==> config.mk <==
export PLATFORM = sky130hd
export DESIGN_NAME = event_subscription_table
export DESIGN_NICKNAME = d
export VERILOG_FILES = /design/src/rtl/est_pkg.sv /design/src/rtl/est_row_mem.sv /design/src/rtl/est_slot_pick.sv /design/src/rtl/event_subscription_table.sv
export VERILOG_INCLUDE_DIRS = /design/src /design/src/rtl
export SDC_FILE = /design/constraint.sdc
export NUM_CORES = 2
export LEC_CHECK = 0
export ABC_CLOCK_PERIOD_IN_PS = 25900
export BUFFER_PORTS_ARGS = -buffer_cell sky130_fd_sc_hd__buf_4
export CAP_MARGIN = 20
export CORE_UTILIZATION = 30
export CTS_CLUSTER_SIZE = 24
export DETAILED_ROUTE_END_ITERATION = 7
export GPL_TIMING_DRIVEN = 0
export PLACE_DENSITY = 0.51
export SETUP_SLACK_MARGIN = 0.15
export SYNTH_ARGS = -nofsm -noshare
export SYNTH_HDL_FRONTEND = slang
export SYNTH_SLANG_ARGS = --single-unit
==> constraint.sdc <==
create_clock -name clock -period 25.9 [get_ports clock]
set_input_delay 1.295 -clock clock [delete_from_list [all_inputs] [get_ports clock]]
set_output_delay 1.295 -clock clock [all_outputs]
set_load 0.005 [all_outputs]
==> src/rtl/event_subscription_table_assert.svh <==
// assertion macros for the event subscription table
// no dependencies; compiled to empty bodies when SYNTHESIS is defined
`ifndef EVENT_SUBSCRIPTION_TABLE_ASSERT_SVH
`define EVENT_SUBSCRIPTION_TABLE_ASSERT_SVH
`ifndef SYNTHESIS
// same-cycle implication
`define EST_ASSERT_IMP(name, clk, rst, ante, cons) \
   name: assert property (@(posedge clk) disable iff (rst) (ante) |-> (cons)) \
      else $error("assertion failed");
// next-cycle implication
`define EST_ASSERT_NEXT(name, clk, rst, ante, cons) \
   name: assert property (@(posedge clk) disable iff (rst) (ante) |=> (cons)) \
      else $error("assertion failed");
`else
`define EST_ASSERT_IMP(name, clk, rst, ante, cons)
`define EST_ASSERT_NEXT(name, clk, rst, ante, cons)
`endif
`endif

==> src/rtl/est_pkg.sv <==
// shared constants, types and helpers of the event subscription table
// no dependencies
`default_nettype none
package est_pkg;

   localparam int NUM_EVENTS      = 16;
   localparam int SLOTS_PER_EVENT = 8;

   localparam int FUNC_W = 2;
   localparam int EV_W   = 8;
   localparam int ID_W   = 16;
   localparam int PAY_W  = 32;

   localparam int ROW_W  = (NUM_EVENTS > 1) ? $clog2(NUM_EVENTS) : 1;
   localparam int SLOT_W = (SLOTS_PER_EVENT > 1) ? $clog2(SLOTS_PER_EVENT) : 1;

   localparam int REQ_FIELDS_W = EV_W + ID_W + PAY_W;
   localparam int REQ_DATA_W   = ((REQ_FIELDS_W + 7) / 8) * 8;
   localparam int RSP_FIELDS_W = 1 + ID_W + EV_W + PAY_W;
   localparam int RSP_DATA_W   = ((RSP_FIELDS_W + 7) / 8) * 8;
   localparam int RSP_PAD_W    = RSP_DATA_W - RSP_FIELDS_W;

   localparam logic [FUNC_W-1:0] FUNC_SUBSCRIBE   = 2'd0;
   localparam logic [FUNC_W-1:0] FUNC_UNSUBSCRIBE = 2'd1;
   localparam logic [FUNC_W-1:0] FUNC_PUBLISH     = 2'd2;

   localparam logic KIND_STATUS   = 1'b0;
   localparam logic KIND_DELIVERY = 1'b1;
   localparam logic STATUS_OK     = 1'b0;
   localparam logic STATUS_FAIL   = 1'b1;

   typedef logic [ID_W-1:0] id_type;
   typedef logic [SLOTS_PER_EVENT-1:0][ID_W-1:0] row_type;

   typedef struct packed {
      logic              found;
      logic [SLOT_W-1:0] idx;
   } pick_type;

   typedef struct packed {
      logic             rd_en;
      logic [ROW_W-1:0] rd_addr;
      logic             wr_en;
      logic [ROW_W-1:0] wr_addr;
      row_type          wr_data;
   } mem_req_type;

   // lowest set bit of a slot mask
   function automatic pick_type first_set(input logic [SLOTS_PER_EVENT-1:0] mask);
      pick_type p;
      p = '0;
      for (int i = SLOTS_PER_EVENT - 1; i >= 0; i--) begin
         if (mask[i]) begin
            p.found = 1'b1;
            p.idx   = SLOT_W'(i);
         end
      end
      return p;
   endfunction

endpackage
`default_nettype wire

==> src/rtl/est_row_mem.sv <==
// row memory of the subscription table: one row of slots per event
// depends on est_pkg; rows never written read as all empty
`default_nettype none
module est_row_mem
   import est_pkg::*;
(
   input  wire logic        clock,
   input  wire logic        reset,
   input  wire mem_req_type req,
   output logic             row_type_unused_n,
   output row_type          rd_data
);

   row_type                 mem_ff [NUM_EVENTS];
   logic [NUM_EVENTS-1:0]   valid_ff;
   row_type                 rd_data_ff;

   // per-row written flags stand in for clearing the array at reset
   always_ff @(posedge clock) begin
      if (reset) begin
         valid_ff <= '0;
      end else if (req.wr_en) begin
         valid_ff[req.wr_addr] <= 1'b1;
      end
   end

   always_ff @(posedge clock) begin
      if (req.wr_en) begin
         mem_ff[req.wr_addr] <= req.wr_data;
      end
      if (req.rd_en) begin
         rd_data_ff <= valid_ff[req.rd_addr] ? mem_ff[req.rd_addr] : '0;
      end
   end

   assign rd_data           = rd_data_ff;
   assign row_type_unused_n = 1'b1;

endmodule
`default_nettype wire

==> src/rtl/est_slot_pick.sv <==
// priority pick of the lowest slot of a row equal to a key
// depends on est_pkg
`default_nettype none
module est_slot_pick
   import est_pkg::*;
(
   input  wire row_type  row,
   input  wire id_type   key,
   output pick_type      pick
);

   logic [SLOTS_PER_EVENT-1:0] hit;

   always_comb begin
      for (int i = 0; i < SLOTS_PER_EVENT; i++) begin
         hit[i] = (row[i] == key);
      end
      pick = first_set(hit);
   end

endmodule
`default_nettype wire

==> src/rtl/event_subscription_table.sv <==
// channel | dir | beat contents
// req_*   | in  | tuser: func; tdata: event_number, subscriber_id, payload
// rsp_*   | out | tuser: item_kind; tlast: last; tdata: status, target_id, event_out, payload_out
//
// subscribe, unsubscribe and failed operations: accept with row read in S_IDLE, then pick
// and write-back with the status beat in S_PICK, after the registered row memory read.
// publish: mask load in S_PICK, then one delivery beat a cycle from the held row unless stalled.
// reset clears per-row written flags at once; no clearing pass, ready right after reset.
// rsp_tready low holds the result register and stalls the sequencer; req_tready is low
// while an item is in progress.
//
// top level of the event subscription table; depends on est_pkg, est_row_mem,
// est_slot_pick and event_subscription_table_assert.svh
`default_nettype none
`include "event_subscription_table_assert.svh"
module event_subscription_table
   import est_pkg::*;
(
   input  wire logic                  clock,
   input  wire logic                  reset,
   input  wire logic                  req_tvalid,
   output logic                       req_tready,
   // tdata: event_number[7:0], subscriber_id[23:8], payload[55:24]
   input  wire logic [REQ_DATA_W-1:0] req_tdata,
   // tuser: func[1:0]
   input  wire logic [FUNC_W-1:0]     req_tuser,
   output logic                       rsp_tvalid,
   input  wire logic                  rsp_tready,
   // tdata: status[0], target_id[16:1], event_out[24:17], payload_out[56:25], zeros above
   output logic [RSP_DATA_W-1:0]      rsp_tdata,
   // tuser: item_kind
   output logic                       rsp_tuser,
   output logic                       rsp_tlast
);

   localparam logic [1:0] S_IDLE = 2'd0;
   localparam logic [1:0] S_PICK = 2'd1;
   localparam logic [1:0] S_EMIT = 2'd2;

   logic [1:0]                 state_ff, state_in;
   logic [FUNC_W-1:0]          func_ff;
   logic [EV_W-1:0]            ev_ff;
   id_type                     id_ff;
   logic [PAY_W-1:0]           pay_ff;
   logic                       op_ok_ff;
   logic [SLOTS_PER_EVENT-1:0] mask_ff, mask_in;

   logic                       rsp_valid_ff, rsp_valid_in;
   logic                       rsp_kind_ff, rsp_kind_in;
   logic                       rsp_status_ff, rsp_status_in;
   id_type                     rsp_target_ff, rsp_target_in;
   logic [EV_W-1:0]            rsp_event_ff;
   logic [PAY_W-1:0]           rsp_payload_ff, rsp_payload_in;
   logic                       rsp_last_ff, rsp_last_in;

   logic                       req_fire;
   logic                       out_free;
   logic                       emit;
   logic [EV_W-1:0]            req_event;
   logic                       req_in_range;
   mem_req_type                mem_req;
   row_type                    row;
   row_type                    new_row;
   logic                       mem_flag_n;
   id_type                     key;
   pick_type                   pick;
   pick_type                   next_sub;

   assign req_tready   = (state_ff == S_IDLE);
   assign req_fire     = req_tvalid && req_tready;
   assign out_free     = !rsp_valid_ff || rsp_tready;
   assign req_event    = req_tdata[EV_W-1:0];
   assign req_in_range = ({1'b0, req_event} < (EV_W + 1)'(NUM_EVENTS));

   est_row_mem u_mem (
      .clock             (clock),
      .reset             (reset),
      .req               (mem_req),
      .row_type_unused_n (mem_flag_n),
      .rd_data           (row)
   );

   // subscribe looks for the lowest empty slot, unsubscribe for the id
   assign key = (func_ff == FUNC_SUBSCRIBE) ? '0 : id_ff;

   est_slot_pick u_pick (
      .row  (row),
      .key  (key),
      .pick (pick)
   );

   assign next_sub = first_set(mask_ff);

   always_comb begin
      new_row = row;
      new_row[pick.idx] = (func_ff == FUNC_SUBSCRIBE) ? id_ff : '0;
   end

   always_comb begin
      mem_req.rd_en   = req_fire;
      mem_req.rd_addr = req_event[ROW_W-1:0];
      mem_req.wr_en   = 1'b0;
      mem_req.wr_addr = ev_ff[ROW_W-1:0];
      mem_req.wr_data = new_row;

      state_in       = state_ff;
      mask_in        = mask_ff;
      emit           = 1'b0;
      rsp_kind_in    = KIND_STATUS;
      rsp_status_in  = STATUS_OK;
      rsp_target_in  = '0;
      rsp_payload_in = '0;
      rsp_last_in    = 1'b1;

      case (state_ff)
         S_IDLE: begin
            if (req_fire) begin
               state_in = S_PICK;
            end
         end
         S_PICK: begin
            if (!op_ok_ff) begin
               if (out_free) begin
                  emit          = 1'b1;
                  rsp_status_in = STATUS_FAIL;
                  state_in      = S_IDLE;
               end
            end else if (func_ff == FUNC_PUBLISH) begin
               for (int i = 0; i < SLOTS_PER_EVENT; i++) begin
                  mask_in[i] = (row[i] != '0);
               end
               state_in = S_EMIT;
            end else if (out_free) begin
               emit           = 1'b1;
               mem_req.wr_en  = pick.found;
               rsp_status_in  = pick.found ? STATUS_OK : STATUS_FAIL;
               state_in       = S_IDLE;
            end
         end
         S_EMIT: begin
            // row stays on the memory output until the next accepted beat
            if (out_free) begin
               emit = 1'b1;
               if (next_sub.found) begin
                  rsp_kind_in           = KIND_DELIVERY;
                  rsp_target_in         = row[next_sub.idx];
                  rsp_payload_in        = pay_ff;
                  rsp_last_in           = 1'b0;
                  mask_in[next_sub.idx] = 1'b0;
               end else begin
                  state_in = S_IDLE;
               end
            end
         end
         default: begin
            state_in = S_IDLE;
         end
      endcase

      rsp_valid_in = out_free ? emit : rsp_valid_ff;
   end

   always_ff @(posedge clock) begin
      if (reset) begin
         state_ff     <= S_IDLE;
         rsp_valid_ff <= 1'b0;
      end else begin
         state_ff     <= state_in;
         rsp_valid_ff <= rsp_valid_in;
      end
   end

   always_ff @(posedge clock) begin
      mask_ff <= mask_in;
      if (req_fire) begin
         func_ff  <= req_tuser;
         ev_ff    <= req_event;
         id_ff    <= req_tdata[EV_W +: ID_W];
         pay_ff   <= req_tdata[EV_W + ID_W +: PAY_W];
         op_ok_ff <= req_in_range && (req_tuser == FUNC_SUBSCRIBE ||
                     req_tuser == FUNC_UNSUBSCRIBE || req_tuser == FUNC_PUBLISH) && mem_flag_n;
      end
      if (out_free && emit) begin
         rsp_kind_ff    <= rsp_kind_in;
         rsp_status_ff  <= rsp_status_in;
         rsp_target_ff  <= rsp_target_in;
         rsp_event_ff   <= ev_ff;
         rsp_payload_ff <= rsp_payload_in;
         rsp_last_ff    <= rsp_last_in;
      end
   end

   assign rsp_tvalid = rsp_valid_ff;
   assign rsp_tuser  = rsp_kind_ff;
   assign rsp_tlast  = rsp_last_ff;
   assign rsp_tdata  = {{RSP_PAD_W{1'b0}}, rsp_payload_ff, rsp_event_ff, rsp_target_ff,
                        rsp_status_ff};

   `EST_ASSERT_NEXT(a_accept_to_pick, clock, reset, req_fire, state_ff == S_PICK)
   `EST_ASSERT_IMP(a_write_in_pick, clock, reset, mem_req.wr_en, state_ff == S_PICK && op_ok_ff)
   `EST_ASSERT_IMP(a_last_is_status, clock, reset, rsp_tvalid && rsp_tlast,
      rsp_tuser == KIND_STATUS)
   `EST_ASSERT_IMP(a_delivery_nonzero, clock, reset, rsp_tvalid && rsp_tuser == KIND_DELIVERY,
      rsp_target_ff != '0 && !rsp_tlast)

endmodule
`default_nettype wire

# After elaboration in Yosys (flattened, before gate mapping)
# Memory sizes are Yosys's and may differ from the RTL's. A register that Yosys moved wholly into a read port is not among the register bits.
# Index checks and enable logic that the tools add are counted.
# W data, S select, Z words.
# word_totals
reg_bits,145
mem_bits_rw,2048
in_bits,62
output_inout_bits,68
elab_cells,130
n_memories,1
# op_classes
order_cmp,8
n_eq_ne,19
mux,57
n_bitwise,3
n_reduce_logical,27
# mem_list
name,words,word_bits,rd,rd_ports_with_merged_regs,wr,line,text
u_mem.mem_ff,16,128,1,1,1,est_row_mem.sv:14,row_type mem_ff [NUM_EVENTS];
# ops
operator,count
$bwmux W128,1
$eq A16 B16 Y1,8
$reduce_bool A16 Y1,8
$mux W16,4
$mux W4,16
$bmux W16 S3,1
$demux W16 S3,1
$mux W8,4
$mux W1,18
$or A16 B16 Y16,1
$pmux W8 S2,1
$mux W2,6
$lt A4 B5 Y1 const B,2
$ne A2 B2 Y1 const B,5
$and A8 B8 Y8,1
$lt A3 B4 Y1 const B,2
$lt A8 B5 Y1 const B,1
$not A8 Y8,1
$eq A2 B2 Y1 const B,3
$ge A3 B1 Y1 const B,2
$logic_and A1 B1 Y1,6
$logic_not A2 Y1,3
$pmux W2 S3,1
$reduce_and A3 Y1,2
12 further kinds,16

# Longest topological paths before layout
# logic_depth
word_depth,17
mapped_depth,15
depth_no_buf,8

# Cells and area by module
# From an unflattened synthesis, not the netlist that was laid out.
# hier_totals
cells_unflattened,4302
area_unflattened_um2,89947.5
# modules_own_cells
module,n_inst,cells_per_inst,area_per_inst_um2,seq_area_each_um2
est_row_mem,1,3343,81069.0,65663.0
event_subscription_table,1,760,7245.7,3843.7
est_slot_pick,1,199,1632.8,0.0

# Least setup slack after synthesis
# OpenSTA, ideal clock, no wires.
# synth_timing
kind,register to register
startpoint,register func_ff[1]
endpoint,memory u_mem.mem_ff[0][0] (netlist name) (enable)
setup_time_ps,929
arrival_ps,14699
t_required_ps,24971
path_slack_ps,10272
path_stages_with_launch,15
path_buffers,6
period_less_slack_ps,15628
cell_sequence,edfxtp_1 buf_6 nor2_8 buf_8 buf_8 buf_8 a21oi_1 o32ai_1 nand4_1 or4_1 buf_2 nand4b_2 nor2_1 buf_2 nor4_1
# synth_via
elab_chain_cells,17
elab_cells_between_ends,25
cone_classes,9 x eq/ne; 15 x mux; 1 x reduce/logical
# synth_rtl
element,line,text
"start, declared",event_subscription_table.sv:41,logic [FUNC_W-1:0] func_ff;
"start signal, assigned",event_subscription_table.sv:176,func_ff <= req_tuser;
$logic_not A2 Y1,event_subscription_table.sv:84,assign key = (func_ff == FUNC_SUBSCRIBE) ? '0 : id_ff;
$mux W16,event_subscription_table.sv:84,
$eq A16 B16 Y1,est_slot_pick.sv:16,hit[i] = (row[i] == key);
$mux W4 (8 in series),est_pkg.sv:53,if (mask[i]) begin
$mux W1,event_subscription_table.sv:133,end else if (out_free) begin
$mux W1 *,event_subscription_table.sv:128,end else if (func_ff == FUNC_PUBLISH) begin
$mux W1 *,event_subscription_table.sv:122,if (!op_ok_ff) begin
$mux W1 *,event_subscription_table.sv:115,case (state_ff)
$mux W1 *,est_row_mem.sv:28,if (req.wr_en) begin
$mux W1 (not written as such) *,est_row_mem.sv:29,mem_ff[req.wr_addr] <= req.wr_data;
"end, declared",est_row_mem.sv:14,
# Every way passes the cells marked *; elsewhere a longest branch is shown, timed or not.

# Worst setup path in the final report
# layout_timing
startpoint,register func_ff[0]
endpoint,memory u_mem.mem_ff[12][71] (netlist name) (enable)
# The elaborated chain is that of the path after synthesis.

==> impl_metrics.env <==
export IMPL_synth_distinct_cells=76
export IMPL_rsz0062_at_grt="false"
export IMPL_maxCapViolations=0
export IMPL_fin_tns_setup_ns=0
export IMPL_final_setup_worst_slack_ns=19.35
export IMPL_synth_edff_count=2302
export IMPL_synth_cells=4181
export IMPL_finalCriticalPeriod_ns=6.55
export IMPL_pwr_share_comb_pct=5.8
export IMPL_yosysSeqAreaShare_pct=75.2
export IMPL_die_area_um2=311000
export IMPL_sw_frac_of_total_pct=22.4
export IMPL_grt_usage_pct=18.2
export IMPL_yosysMostFrequentCell="edfxtp_1"
export IMPL_setup_viol=0
export IMPL_grt_max_degree=45
export IMPL_synth_top_area_share_pct=74.7
export IMPL_htreeDepth=4
export IMPL_post_cts_resized=0
export IMPL_seqCellArea_um2=69500
export IMPL_switching_power_mw=1.78
export IMPL_fin_nets=5156
export IMPL_die_width_um=557
export IMPL_routed_wl_um=287000
export IMPL_min_from="ev_ff[5]$_DFFE_PP_"
export IMPL_vias=48900
export IMPL_whs_path_depth=0
export IMPL_cts_root_buf="clkbuf_16"
export IMPL_ios=130
export IMPL_cts_setup_buffers=0
export IMPL_fin_crit_sh_pct=25.3
export IMPL_min_to="rsp_event_ff[5]$_DFFE_PP_"
export IMPL_die_height_um=557
export IMPL_slew_violations=0
export IMPL_fin_util_pct=36.3
export IMPL_cts_hold_buf=0
export IMPL_p_clk_share_pct=41.0
export IMPL_cts_buffer_depth=4
export IMPL_num_rows=203
export IMPL_startpoint="func_ff[0]$_DFFE_PP_"
export IMPL_dp_slack_ns=19.57
export IMPL_cp_data_arrival_time_ns=7.13
export IMPL_hold_class="flop to flop"
export IMPL_ys_top_cells_by_area="edfxtp_1 75%, mux4_2 16%, mux2_2 1.2%, nor2b_1 0.90%, clkbuf_1 0.60%"
export IMPL_timing_rr_end="u_mem.mem_ff[12][71]$_DFFE_PP_"
export IMPL_place_congestion=0.926
export IMPL_multi_input_area_um2=21900
export IMPL_synth_top_area_cell="edfxtp_1"
export IMPL_synthArstFlopShare_pct=0
export IMPL_hpwlAfterDp_um=204000
export IMPL_cts_clk_slew_worst_paths_ns=0.06
export IMPL_avgSynthCellArea_um2=22.1
export IMPL_drive_above_1_share_pct=35.4
export IMPL_n_fill_cell=28200
export IMPL_vdd_drop_max_v=0.0000655
export IMPL_rr_worst_depth=20
export IMPL_synth_main_ff_cell="edfxtp_1"
export IMPL_outcome="finished, final reports clean"
export IMPL_rrSetupSlack_ns=19.35
export IMPL_start_util_pct=30.2
export IMPL_grt_overflow_total=0
export IMPL_seqPwrFrac_pct=53.2
export IMPL_start_kind="flop"
export IMPL_critical_path_class="flop to flop"
export IMPL_portBuffers=122
export IMPL_cts_tree="done"
export IMPL_core_area_um2=306000
export IMPL_yosys_top_cells_count="2,302 x edfxtp_1, 644 x mux4_2, 149 x clkbuf_1"
export IMPL_avgViaCountPerCell=5.21
export IMPL_drc=0
export IMPL_wl_per_cell_um=30.5
export IMPL_fmax_mhz=153
export IMPL_whs_ns=0.419
export IMPL_clk_latency_ns=0.92
export IMPL_p_per_area_nw_per_um2=71.5
export IMPL_worstMarginPinSlew_ns=1.17
export IMPL_endpoint_kind="flop"
export IMPL_drt_iter0_markers=5517
export IMPL_area_delta_synth_final_pct=20.1
export IMPL_grt_pass1_vias=48700
export IMPL_dr_pass1_iters=6
export IMPL_detail_route_antenna_nets=0
export IMPL_fin_worst_skew_ns=0.0630
export IMPL_numCtsBuffers=237
export IMPL_antenna_found_initial=22
export IMPL_hold_violations=0
export IMPL_r2r_start="func_ff[0]$_DFFE_PP_"
export IMPL_power_internal_mw=6.16
export IMPL_power_mw=7.94
export IMPL_leakage_nw=35.5
export IMPL_worst_ep_required_time_ns=26.49
export IMPL_clkSinkCount=2321
export IMPL_cp_max_fo=10
export IMPL_synth_seq_cells=2321
export IMPL_synth_area_um2=92500
export IMPL_relSlewSlack_pct=21.7
export IMPL_grt_pass1_wl_um=396000
export IMPL_ys_warn_count=0
power by group through the flow:
stage | Combinational, mW | Sequential [mW] | Clock [mW]
floorplan | 0.269 | 4.27 | 0
global placement | 0.426 | 4.31 | 0
detailed placement | 0.458 | 4.30 | 0
CTS | 0.458 | 4.22 | 3.32
global route | 0.486 | 4.22 | 3.45
finish | 0.459 | 4.23 | 3.25
cell families after synthesis:
family          share of synthesized area (%)
simple gates                             3.23
buf+inv                                  1.29
other cells                           0.00405
flops                                    75.2
mux                                      17.7
fa+ha+maj                              0.0406
compound gates                           2.01
xor+xnor                                0.549
final cells by class:
cell class	count	share of cell area (%)
Inverter	11	0.0372
Tap cell	4100	4.62
Sequential cell	2321	62.6
Multi-Input combinational cell	1598	19.8
Buffer	257	1.07
Clock inverter	127	0.931
Clock buffer	299	5.59
Antenna cell	14	0.0316
Timing Repair Buffer	665	5.36
sequential cells by signal, indices dropped and copies added (netlist names), 2 cells and up:
register	count
rsp_event_ff	8
rsp_payload_ff	32
rsp_target_ff	16
id_ff	16
mask_ff	8
pay_ff	32
state_ff	2
u_mem.rd_data	128
u_mem.mem_ff	2048
ev_ff	8
func_ff	2
u_mem.valid_ff	16
worst max-delay path: stages, from the launching register on:
cell	delay, ns
edfxtp_1	0.52
buf_4	0.25
or2_1	0.27
buf_2	0.27
nor3_1	0.18
a21oi_1	0.06
a2111oi_0	0.76
nand4b_2	0.39
nand4b_2	0.43
nor2_1	0.20
buf_2	0.24
nor4_2	0.82
buf_4	0.32
buf_6	0.16
buf_4	0.18
buf_4	0.20
buf_4	0.21
buf_4	0.18
buf_4	0.18
buf_4	0.17
buf_4	0.19
metal layers:
layer / track usage (%) / routed length, um / up-vias
met5: 0 / 109 / -
met2: 28.7 / 134000 / 2022
met3: 3.21 / 21700 / 341
li1: - / - / 19700
met4: 4.84 / 7160 / 16
met1: 25.8 / 124000 / 26900
worst max-delay path by stage:
stage / endpoint / slack, ns
after CTS: u_mem.mem_ff[12][71]$_DFFE_PP_ / 19.49
after floorplan: u_mem.mem_ff[0][0]$_DFFE_PP_ / 10.27
final: u_mem.mem_ff[12][71]$_DFFE_PP_ / 19.35
after detailed placement: u_mem.mem_ff[12][73]$_DFFE_PP_ / 19.57
after global routing: u_mem.mem_ff[12][71]$_DFFE_PP_ / 19.27
after global placement: u_mem.mem_ff[3][74]$_DFFE_PP_ / -11.04
cell usage in the layout (no fill, tap or decap), types with 18 or more instances in the layout:
master | netlist | layout
a22oi_1 | 31 | 31
a31oi_1 | 61 | 61
and2_1 | 46 | 45
buf_1 | 57 | 56
buf_2 | 28 | 29
buf_4 | 12 | 560
buf_6 | 5 | 46
buf_8 | 5 | 59
clkbuf_1 | 149 | 181
clkbuf_16 | 0 | 237
clkbuf_2 | 0 | 26
clkinv_1 | 0 | 54
clkinv_2 | 0 | 42
dfxtp_1 | 19 | 19
edfxtp_1 | 2302 | 2302
mux2_2 | 99 | 99
mux2_4 | 20 | 20
mux2i_1 | 35 | 35
mux4_2 | 644 | 644
nand2_1 | 35 | 35
nand2b_1 | 38 | 38
nor2_1 | 62 | 58
nor2b_1 | 133 | 133
nor4_1 | 44 | 27
nor4_2 | 1 | 18
nor4bb_1 | 46 | 46
o21ai_0 | 19 | 19
o22a_1 | 23 | 23
o32ai_1 | 43 | 43
xnor2_1 | 47 | 47
per-stage QoR:
stage | instances | cell area (um^2)
detailed placement | 8937 | 104000
global route | 9381 | 111000
CTS | 9363 | 111000
floorplan | 4187 | 92500
global placement | 8409 | 98600
finish | 9392 | 111000
No activity file was read; power rests on OpenSTA's default activity.
